<file path="config.mk">
export PLATFORM = sky130hd
export DESIGN_NAME = image_reference_splitter
export DESIGN_NICKNAME = d
export VERILOG_FILES = /design/src/irs_pkg.sv /design/src/image_reference_splitter.sv
export SDC_FILE = /design/constraint.sdc
export NUM_CORES = 1
export LEC_CHECK = 0
export BUFFER_PORTS_ARGS = -buffer_cell sky130_fd_sc_hd__buf_2
export CORE_MARGIN = 5
export CORE_UTILIZATION = 38
export CTS_BUF_LIST = sky130_fd_sc_hd__clkbuf_8
export CTS_CLUSTER_SIZE = 30
export DETAILED_ROUTE_END_ITERATION = 7
export RECOVER_POWER = 100
export SKIP_CTS_REPAIR_TIMING = 1
export SLEW_MARGIN = 10
export SYNTH_ARGS = -nofsm -noshare
export SYNTH_HDL_FRONTEND = slang
export SYNTH_SLANG_ARGS = --single-unit
</file>
<file path="constraint.sdc">
create_clock -name clk -period 11.2 [get_ports clk]
set_input_delay 0 -clock clk [delete_from_list [all_inputs] [get_ports clk]]
set_output_delay 0 -clock clk [all_outputs]
set_load 0.02 [all_outputs]
</file>
<file path="src/irs_pkg.sv">
`default_nettype none

package irs_pkg;

	// result status codes
	localparam logic [2:0] ST_OK          = 3'd0;
	localparam logic [2:0] ST_SLASHES     = 3'd1;
	localparam logic [2:0] ST_COLONS      = 3'd2;
	localparam logic [2:0] ST_TWO_AT      = 3'd3;
	localparam logic [2:0] ST_DIGEST      = 3'd4;
	localparam logic [2:0] ST_TAG_COLONS  = 3'd5;
	localparam logic [2:0] ST_TOO_LONG    = 3'd6;

	// delimiter characters
	localparam logic [7:0] CH_SLASH = 8'h2F;
	localparam logic [7:0] CH_COLON = 8'h3A;
	localparam logic [7:0] CH_AT    = 8'h40;
	localparam logic [7:0] CH_DOT   = 8'h2E;

	// counter limits
	localparam logic [2:0] SLASH_LIMIT = 3'd4;
	localparam logic [1:0] COLON_LIMIT = 2'd3;

endpackage

`default_nettype wire

</file>
<file path="src/image_reference_splitter.sv">
// Image reference splitter.
//
// Input channel (in_valid / in_ready): one character of a container image
// reference per transfer, left to right, with is_last set on the final one.
// Output channel (out_valid / out_ready): one result per reference, giving a
// status and the offsets of registry, namespace, repository, tag, digest
// algorithm and digest. Absent parts read as start = end = 0; on any error
// every field but status is zero.
//
// Throughput: one character per cycle across reference borders, while no
// final character waits for a free result slot. The result passes the input
// register, the result snapshot register and the output register in turn.
//
// Reset clears the scan state and all valid flags; no result is pending.
// When the receiver stalls, the output register holds its result and the
// snapshot stage can hold one more. Characters that are not final keep
// flowing; a final character waits in the input register only when both
// result slots are full.
`default_nettype none

module image_reference_splitter
	import irs_pkg::*;
#(
	parameter int MAX_REF_LEN = 4096
) (
	input  wire logic                 clk,
	input  wire logic                 arst_n,
	input  wire logic                 in_valid,
	output logic                      in_ready,
	input  wire logic [7:0]           ref_byte,
	input  wire logic                 is_last,
	output logic                      out_valid,
	input  wire logic                 out_ready,
	output logic [2:0]                status,
	output logic                      registry_default,
	output logic [$clog2(MAX_REF_LEN+1)-1:0] registry_end,
	output logic [$clog2(MAX_REF_LEN+1)-1:0] user_start,
	output logic [$clog2(MAX_REF_LEN+1)-1:0] user_end,
	output logic [$clog2(MAX_REF_LEN+1)-1:0] repo_start,
	output logic [$clog2(MAX_REF_LEN+1)-1:0] repo_end,
	output logic [$clog2(MAX_REF_LEN+1)-1:0] tag_start,
	output logic [$clog2(MAX_REF_LEN+1)-1:0] tag_end,
	output logic [$clog2(MAX_REF_LEN+1)-1:0] algo_start,
	output logic [$clog2(MAX_REF_LEN+1)-1:0] algo_end,
	output logic [$clog2(MAX_REF_LEN+1)-1:0] digest_start
);

	// offsets run 0..MAX_REF_LEN, counter saturates at MAX_REF_LEN
	localparam int POS_W = $clog2(MAX_REF_LEN + 1);
	localparam logic [POS_W-1:0] MAX_POS = POS_W'(MAX_REF_LEN);

	typedef logic [POS_W-1:0] pos_t;

	// running scan state for the reference in flight
	typedef struct packed {
		pos_t       pos;
		logic [2:0] slashes;
		pos_t       first_slash;
		pos_t       last_slash;
		logic [1:0] colons;
		pos_t       last_colon;
		pos_t       prior_colon;
		logic       at_seen;
		pos_t       at_pos;
		logic       dot_first;
		logic [2:0] err;
	} scan_t;

	typedef struct packed {
		logic [2:0] status;
		logic       reg_dflt;
		pos_t       reg_end;
		pos_t       user_s;
		pos_t       user_e;
		pos_t       repo_s;
		pos_t       repo_e;
		pos_t       tag_s;
		pos_t       tag_e;
		pos_t       algo_s;
		pos_t       algo_e;
		pos_t       dig_s;
	} result_t;

	// ---------------- handshake / stage control ----------------
	logic       valid_s1;
	logic [7:0] byte_s1;
	logic       last_s1;
	logic       valid_s2;
	scan_t      snap_s2;
	scan_t      scan_q;
	scan_t      scan_nxt;
	result_t    res;
	result_t    res_q;

	logic out_free;
	logic s2_free;
	logic s1_adv;
	logic s2_load;
	logic s2_move;
	logic in_xfer;

	assign out_free = !out_valid || out_ready;
	assign s2_free  = !valid_s2 || out_free;
	// only a final character needs a free snapshot slot
	assign s1_adv   = !last_s1 || s2_free;
	assign in_ready = !valid_s1 || s1_adv;
	assign in_xfer  = in_valid && in_ready;
	assign s2_load  = valid_s1 && last_s1 && s2_free;
	assign s2_move  = valid_s2 && out_free;

	always_ff @(posedge clk or negedge arst_n) begin
		if (!arst_n) begin
			valid_s1  <= 1'b0;
			valid_s2  <= 1'b0;
			out_valid <= 1'b0;
			scan_q    <= '0;
		end else begin
			valid_s1  <= in_xfer || (valid_s1 && !s1_adv);
			valid_s2  <= s2_load || (valid_s2 && !out_free);
			out_valid <= s2_move || (out_valid && !out_ready);
			if (valid_s1 && s1_adv) begin
				// a final character hands its state to the snapshot and restarts the scan
				scan_q <= last_s1 ? '0 : scan_nxt;
			end
		end
	end

	// payload registers
	always_ff @(posedge clk) begin
		if (in_xfer) begin
			byte_s1 <= ref_byte;
			last_s1 <= is_last;
		end
		if (s2_load) begin
			snap_s2 <= scan_nxt;
		end
		if (s2_move) begin
			res_q <= res;
		end
	end

	// ---------------- per-character scan update ----------------
	always_comb begin
		scan_nxt = scan_q;
		if (scan_q.err == ST_OK) begin
			if (scan_q.pos >= MAX_POS) begin
				// past the length limit: character not examined
				scan_nxt.err = ST_TOO_LONG;
			end else begin
				case (byte_s1)
					CH_SLASH: begin
						if (scan_q.slashes >= SLASH_LIMIT) begin
							scan_nxt.err = ST_SLASHES;
						end else begin
							if (scan_q.slashes == 3'd0) begin
								scan_nxt.first_slash = scan_q.pos;
							end
							scan_nxt.last_slash = scan_q.pos;
							scan_nxt.slashes    = scan_q.slashes + 3'd1;
						end
					end
					CH_COLON: begin
						if (scan_q.colons >= COLON_LIMIT) begin
							scan_nxt.err = ST_COLONS;
						end else begin
							scan_nxt.prior_colon = scan_q.last_colon;
							scan_nxt.last_colon  = scan_q.pos;
							scan_nxt.colons      = scan_q.colons + 2'd1;
						end
					end
					CH_AT: begin
						if (scan_q.at_seen) begin
							scan_nxt.err = ST_TWO_AT;
						end else begin
							scan_nxt.at_seen = 1'b1;
							scan_nxt.at_pos  = scan_q.pos;
						end
					end
					CH_DOT: begin
						if (scan_q.slashes == 3'd0) begin
							scan_nxt.dot_first = 1'b1;
						end
					end
					default: ;
				endcase
			end
		end
		if (scan_q.pos < MAX_POS) begin
			scan_nxt.pos = scan_q.pos + 1'b1;
		end
	end

	// ---------------- result decode from the snapshot ----------------
	function automatic pos_t span_s(input pos_t s, input pos_t e);
		span_s = (e > s) ? s : '0;
	endfunction

	function automatic pos_t span_e(input pos_t s, input pos_t e);
		span_e = (e > s) ? e : '0;
	endfunction

	pos_t base;
	pos_t bound;
	pos_t user_from;
	pos_t tag_from;
	pos_t algo_from;
	pos_t colon_after;
	logic has_slash;
	logic tag_in_digest;
	logic colon_excess;
	logic tag_plain;
	logic [2:0] colon_cap;

	always_comb begin
		has_slash     = (snap_s2.slashes != 3'd0);
		base          = has_slash ? snap_s2.last_slash + 1'b1 : '0;
		bound         = has_slash ? snap_s2.last_slash : '0;
		user_from     = snap_s2.first_slash + 1'b1;
		tag_from      = snap_s2.prior_colon + 1'b1;
		algo_from     = snap_s2.at_pos + 1'b1;
		colon_after   = snap_s2.last_colon + 1'b1;
		tag_in_digest = (snap_s2.colons >= 2'd2) && (snap_s2.prior_colon > bound)
		                && (snap_s2.prior_colon < snap_s2.at_pos);
		// two colons without a slash, three with one, leave no room for a tag alone
		colon_cap     = has_slash ? 3'd3 : 3'd2;
		colon_excess  = ({1'b0, snap_s2.colons} >= colon_cap);
		tag_plain     = (snap_s2.colons != 2'd0) && (snap_s2.last_colon > bound);

		res = '0;
		if (snap_s2.err != ST_OK) begin
			res.status = snap_s2.err;
		end else if (snap_s2.at_seen &&
		             ((snap_s2.colons == 2'd0) || (snap_s2.last_colon < snap_s2.at_pos))) begin
			res.status = ST_DIGEST;
		end else if (!snap_s2.at_seen && colon_excess) begin
			res.status = ST_TAG_COLONS;
		end else begin
			res.status = ST_OK;
			// registry and namespace
			if (!has_slash) begin
				res.reg_dflt = 1'b1;
			end else if (snap_s2.slashes >= 3'd2) begin
				res.reg_end = snap_s2.first_slash;
				res.user_s  = span_s(user_from, snap_s2.last_slash);
				res.user_e  = span_e(user_from, snap_s2.last_slash);
			end else if (snap_s2.dot_first) begin
				res.reg_end = snap_s2.last_slash;
			end else begin
				// single slash, no dot: leading text is a namespace
				res.reg_dflt = 1'b1;
				res.user_s   = span_s('0, snap_s2.last_slash);
				res.user_e   = span_e('0, snap_s2.last_slash);
			end
			// repository, tag, digest
			if (snap_s2.at_seen) begin
				res.algo_s = span_s(algo_from, snap_s2.last_colon);
				res.algo_e = span_e(algo_from, snap_s2.last_colon);
				res.dig_s  = colon_after;
				if (tag_in_digest) begin
					res.tag_s  = span_s(tag_from, snap_s2.at_pos);
					res.tag_e  = span_e(tag_from, snap_s2.at_pos);
					res.repo_s = span_s(base, snap_s2.prior_colon);
					res.repo_e = span_e(base, snap_s2.prior_colon);
				end else begin
					res.repo_s = span_s(base, snap_s2.at_pos);
					res.repo_e = span_e(base, snap_s2.at_pos);
				end
			end else if (tag_plain) begin
				res.tag_s  = span_s(colon_after, snap_s2.pos);
				res.tag_e  = span_e(colon_after, snap_s2.pos);
				res.repo_s = span_s(base, snap_s2.last_colon);
				res.repo_e = span_e(base, snap_s2.last_colon);
			end else begin
				res.repo_s = span_s(base, snap_s2.pos);
				res.repo_e = span_e(base, snap_s2.pos);
			end
		end
	end

	assign status           = res_q.status;
	assign registry_default = res_q.reg_dflt;
	assign registry_end     = res_q.reg_end;
	assign user_start       = res_q.user_s;
	assign user_end         = res_q.user_e;
	assign repo_start       = res_q.repo_s;
	assign repo_end         = res_q.repo_e;
	assign tag_start        = res_q.tag_s;
	assign tag_end          = res_q.tag_e;
	assign algo_start       = res_q.algo_s;
	assign algo_end         = res_q.algo_e;
	assign digest_start     = res_q.dig_s;

endmodule

`default_nettype wire

</file>
### Yosys cells after proc, flatten, opt, wreduce, memory -nomap -nowiden

Cells that the tools add are included.

| word-level totals | value |
|---|---|
| register bits after elaboration | 322 |
| input bits | 13 |
| output and inout bits | 136 |
| logic and storage cells | 163 |

| operators by class | value |
|---|---|
| add/sub/neg operators | 8 |
| magnitude comparators | 20 |
| equality and inequality tests | 4 |
| muxes and demuxes | 50 |
| bitwise gates (word level) | 3 |
| reductions and logical operators | 39 |

Operators with widths:

| kind | number |
|---|---|
| $mux 13 | 22 |
| $gt 13x13->1 | 10 |
| $mux 26 | 4 |
| $mux 88 | 1 |
| $add 13x1->13 const B | 6 |
| $mux 75 | 1 |
| $mux 72 | 1 |
| $mux 29 | 2 |
| $mux 28 | 2 |
| $mux 52 | 1 |
| $mux 39 | 1 |
| $lt 13x13->1 | 2 |
| $eq 8x6->1 const B | 3 |
| $mux 3 | 7 |
| $mux 14 | 1 |
| $ge 13x13->1 const B | 1 |
| $gt 13x1->1 const B | 1 |
| $logic_and 1x1->1 | 13 |
| $lt 13x13->1 const B | 1 |
| $pmux 3 s3 | 1 |
| $eq 8x7->1 const B | 1 |
| $logic_not 1->1 | 8 |
| $logic_or 1x1->1 | 8 |
| $reduce_or 4->1 | 2 |
| 14 further kinds | 24 |

### Logic depth before layout (Yosys ltp)

| depth | value |
|---|---|
| word-level depth | 7 |
| depth in mapped cells | 18 |
| mapped depth without buffers | 14 |

### Worst setup path before layout

No wires, ideal clock.

| timing path | value |
|---|---|
| path kind | flip-flop to flip-flop |
| start point | register last_s1 |
| end point | register snap_s2[0] (netlist bit), enable pin |
| library setup time | 537 ps |
| data arrival time | 4467 ps |
| data required time | 10663 ps |
| slack | 6196 ps |
| stages on the path, launching flop included | 4 |
| path through | edfxtp_1 -> clkbuf_1 -> nand2_1 -> nor2_1 |

| between the ends | value |
|---|---|
| longest elaborated chain between the ends | 2 |

RTL lines:

| element | RTL line | source |
|---|---|---|
| start, declared | image_reference_splitter.sv:87 | `logic last_s1;` |
| start signal, assigned | image_reference_splitter.sv:132 | `last_s1 <= is_last;` |
| $logic_and 1x1->1 (2 in series) | image_reference_splitter.sv:108 | `assign s2_load = valid_s1 && last_s1 && s2_free;` |
| via s2_load | image_reference_splitter.sv:98 | `logic s2_load;` |
| end signal, assigned | image_reference_splitter.sv:135 | `snap_s2 <= scan_nxt;` |
| end, declared | image_reference_splitter.sv:89 | `scan_t snap_s2;` |

The timed path passes the listed nets, and every way through them passes these cells.
A chain may end at the register's enable or synchronous reset.

### Worst setup path after layout

| timing path | value |
|---|---|
| start point | register out_valid |
| end point | register res_q, in the netlist digest_start[5], enable pin |

| between the ends | value |
|---|---|
| longest elaborated chain between the ends | 3 |

RTL lines:

| element | RTL line | source |
|---|---|---|
| start, declared | image_reference_splitter.sv:32 | `output logic out_valid,` |
| start signal, assigned | image_reference_splitter.sv:120 | `out_valid <= s2_move \|\| (out_valid && !out_ready);` |
| $logic_not 1->1 | image_reference_splitter.sv:102 | `assign out_free = !out_valid \|\| out_ready;` |
| $logic_or 1x1->1 | image_reference_splitter.sv:102 |  |
| $logic_and 1x1->1 | image_reference_splitter.sv:109 | `assign s2_move = valid_s2 && out_free;` |
| via s2_move | image_reference_splitter.sv:99 | `logic s2_move;` |
| end signal, assigned | image_reference_splitter.sv:138 | `res_q <= res;` |
| end, declared | image_reference_splitter.sv:93 | `result_t res_q;` |

The timed path passes the listed nets, and every way through them passes these cells.

==> load_flow_metrics.sql <==
INSERT INTO impl_metrics (metric_group, metric, value, unit) VALUES
('outcome', 'outcome', 'finished, violations left', ''),
('outcome', 'failed_checks', 'capacitance limit, slew limit', ''),
('pwr', 'netSwitchingPower', '0.760', 'mW'),
('cts', 'clock-sinks', '322', ''),
('worst_setup_path', 'timing.critical_path.to_type', 'flop', ''),
('global_route', 'initial_antenna_violation_count', '1', ''),
('worst_setup_path', 'max_stage_delay', '3.26', 'ns'),
('drt', 'top_layer', 'met4', ''),
('floorplanning', 'io-pin-count', '149', ''),
('drt', 'first_iter_violations', '1101', ''),
('worst_setup_path', 'crit_buf_inv', '1', ''),
('flow_run', 'cap_violations', '11', ''),
('global_route', 'grt_pass1_wl', '78700', 'µm'),
('drt', 'detail_route.first_pass.iterations', '5', ''),
('placement', 'final_weighted_congestion_in_routability_driven_placement', '0.919', ''),
('pwr', 'power_per_cell_area', '138', 'mW/mm²'),
('placement', 'detailedPlace.worstSlack', '6.14', 'ns'),
('hold_path', 'worst_hold_startpoint', 'ref_byte[2]', ''),
('synth', 'ys_ff_latch', '322', ''),
('cts', 'cts.clk_slew.worst_paths', '0.06', 'ns'),
('worst_setup_path', 'critical_path_cell_sequence', 'nand2b_1, and2_0, clkbuf_1', ''),
('drt', 'detail-route-antenna-nets', '0', ''),
('hold_path', 'hold-path-endpoint', 'byte_s1[2]$_DFFE_PP_', ''),
('pwr', 'share_clk_of_total_power', '0.372', ''),
('timing', 'slew_headroom', '-2.12', ''),
('worst_setup_path', 'worstReg2RegStart', 'out_valid$_DFF_PN0_', ''),
('drt', 'routed_wire_length_per_instance', '22.9', 'µm'),
('pwr', 'leakagePower', '8.14', 'nW'),
('pwr', 'ir_drop', '0.0826', 'mV'),
('floorplanning', 'chip_width', '225', 'µm'),
('synth', 'synth_seq_area_share', '0.525', ''),
('worst_setup_path', 'timing.rr.end', 'digest_start[5]$_SDFFCE_PP0P_', ''),
('drt', 'drt_wl_total', '52000', 'µm'),
('synth', 'syn-cell-area', '0.0175', 'mm²'),
('timing', 'setup_tns', '0', 'ns'),
('finish', 'nets', '1806', ''),
('synth', 'synth_edf_count', '231', ''),
('worst_setup_path', 'worst_setup_path_start_kind', 'flop', ''),
('timing', 'final_min_period_over_clock_period', '0.635', ''),
('cts', 'cts_tree', 'done', ''),
('synth', 'postSynthCellCount', '1464', ''),
('finish', 'layout.cells.most_common', 'edfxtp_1', ''),
('cts', 'cts_inserted_buffers', '55', ''),
('timing', 'final.setup_skew', '0.0456', 'ns'),
('timing', 'max_slew_violations', '539', ''),
('timing', 'achievable-frequency', '141', 'MHz'),
('synth', 'synth.distinct_cells', '68', ''),
('pwr', 'comb_power_share', '0.111', ''),
('pwr', 'seq_power_share', '0.517', ''),
('timing', 'timing.final.ws_setup', '4.08', 'ns'),
('global_route', 'global_route_overflow', '0', ''),
('drt', 'wl_met1', '23000', 'µm'),
('worst_setup_path', 'crit_path_start', 'out_valid$_DFF_PN0_', ''),
('drt', 'dr_wl_met3', '3200', 'µm'),
('global_route', 'vias_in_the_first_global_route', '12800', ''),
('synth', 'synthFlopType', 'edfxtp_1', ''),
('worst_setup_path', 'timing.reg2reg.worst_path_depth', '3', ''),
('synth', 'yosys_warnings', '0', ''),
('cts', 'cts_max_path_buffers', '3', ''),
('floorplanning', 'die_height', '225', 'µm'),
('floorplanning', 'core_area', '0.0456', 'mm²'),
('hold_path', 'hold_path.class', 'primary input to flop', ''),
('pwr', 'switching_share', '0.278', ''),
('drt', 'drt_drc_violations_left', '0', ''),
('timing', 'setup_viol', '0', ''),
('worst_setup_path', 'timing.critical_path.fanout_max', '68', ''),
('pwr', 'fin_total_pwr', '2.73', 'mW'),
('finish', 'drive_gt1_frac', '0.0772', ''),
('placement', 'port-buffer-count', '148', ''),
('worst_setup_path', 'required', '11.37', 'ns'),
('timing', 'final_hold_viol_count', '0', '');
[per-layer routing]
layer  global-route usage  vias up
li1                     -     5919
met1                0.280     6409
met2                0.317      460
met3               0.0314      110
met4               0.0750        0
met5                    0        -
[Yosys cell counts, types with 7 or more instances]
cell type / number / area (µm²)
nand3_1: 71 / 355
and3_1: 22 / 138
o22ai_2: 10 / 125
xnor2_1: 44 / 385
nor2_1: 71 / 267
mux2_2: 57 / 642
a21oi_1: 56 / 280
dfrtp_1: 91 / 2280
nand4_1: 34 / 213
a221o_1: 14 / 140
o21ai_0: 30 / 150
a21o_1: 29 / 218
ha_1: 167 / 2090
buf_2: 7 / 35.0
and2_1: 21 / 131
clkbuf_1: 61 / 229
nand2b_1: 8 / 50.1
edfxtp_1: 231 / 6940
o31ai_1: 16 / 120
nor3_1: 40 / 200
xor2_1: 23 / 201
nand2_1: 81 / 304
nor2b_1: 17 / 106
a22o_1: 95 / 832
o21a_1: 9 / 67.6
inv_1: 56 / 210
[registers in the layout (all words and copies together) (netlist names)]
signal	flops
valid_s1	1
digest_start	13
status	3
repo_end	13
user_start	13
last_s1	1
valid_s2	1
user_end	13
algo_start	13
tag_end	13
snap_s2	88
repo_start	13
tag_start	13
scan_q	88
algo_end	13
byte_s1	8
out_valid	1
registry_end	13
registry_default	1
[through the flow]
| step | hold slack, ns | area (µm²) | util | instances |
|---|---|---|---|---|
| 2_1_floorplan | -0.296 | 17500 | - | 1464 |
| 5_1_grt | 0.0274 | 19800 | 0.434 | 2271 |
| 3_5_place_dp | -0.0399 | 18900 | 0.414 | 2155 |
| 3_3_place_gp | -0.0407 | 18900 | 0.414 | 2155 |
| 6_report | 0.0762 | 19800 | 0.434 | 2271 |
| 4_1_cts | -0.752 | 19900 | 0.438 | 2256 |
[logic make-up (layout without fill, tap and decap cells)]
| group | after synthesis | after routing | synth area share |
|---|---|---|---|
| simple gates | 404 | 404 | 0.118 |
| flops | 322 | 322 | 0.525 |
| compound gates | 313 | 313 | 0.136 |
| mux | 62 | 62 | 0.0397 |
| fa+ha+maj | 167 | 167 | 0.119 |
| other cells | 0 | 1 | 0 |
| buf+inv | 129 | 335 | 0.0286 |
| xor+xnor | 67 | 67 | 0.0334 |
[worst max path at each step]
stage / depth (start not counted) / endpoint
floorplan: 3 / snap_s2[0]$_DFFE_PP_
global placement: 12 / repo_start[0]$_SDFFCE_PP0P_
detailed placement: 12 / repo_start[0]$_SDFFCE_PP0P_
CTS: 12 / repo_start[0]$_SDFFCE_PP0P_
global route: 3 / tag_start[5]$_SDFFCE_PP0P_
finish: 3 / digest_start[5]$_SDFFCE_PP0P_
[cell type report]
type                            instances  area, µm²  share of cell area
Sequential cell                       322       9210               0.465
Multi-Input combinational cell       1013       7770               0.393
Clock buffer                           63        867              0.0438
Timing Repair Buffer                  178        790              0.0399
Tap cell                              600        751              0.0379
Inverter                               56        210              0.0106
Clock inverter                         38        188             0.00948
Antenna cell                            1       2.50            0.000126
[power by group through the flow]
stage          Clock [mW]  Sequential (mW)  Combinational, mW
2_1_floorplan           0             1.44              0.173
3_3_place_gp            0             1.43              0.303
3_5_place_dp            0             1.43              0.310
4_1_cts              1.05             1.41              0.312
5_1_grt              1.10             1.42              0.339
6_report             1.02             1.41              0.303
Note: power is estimated with default switching activity, not from simulation.
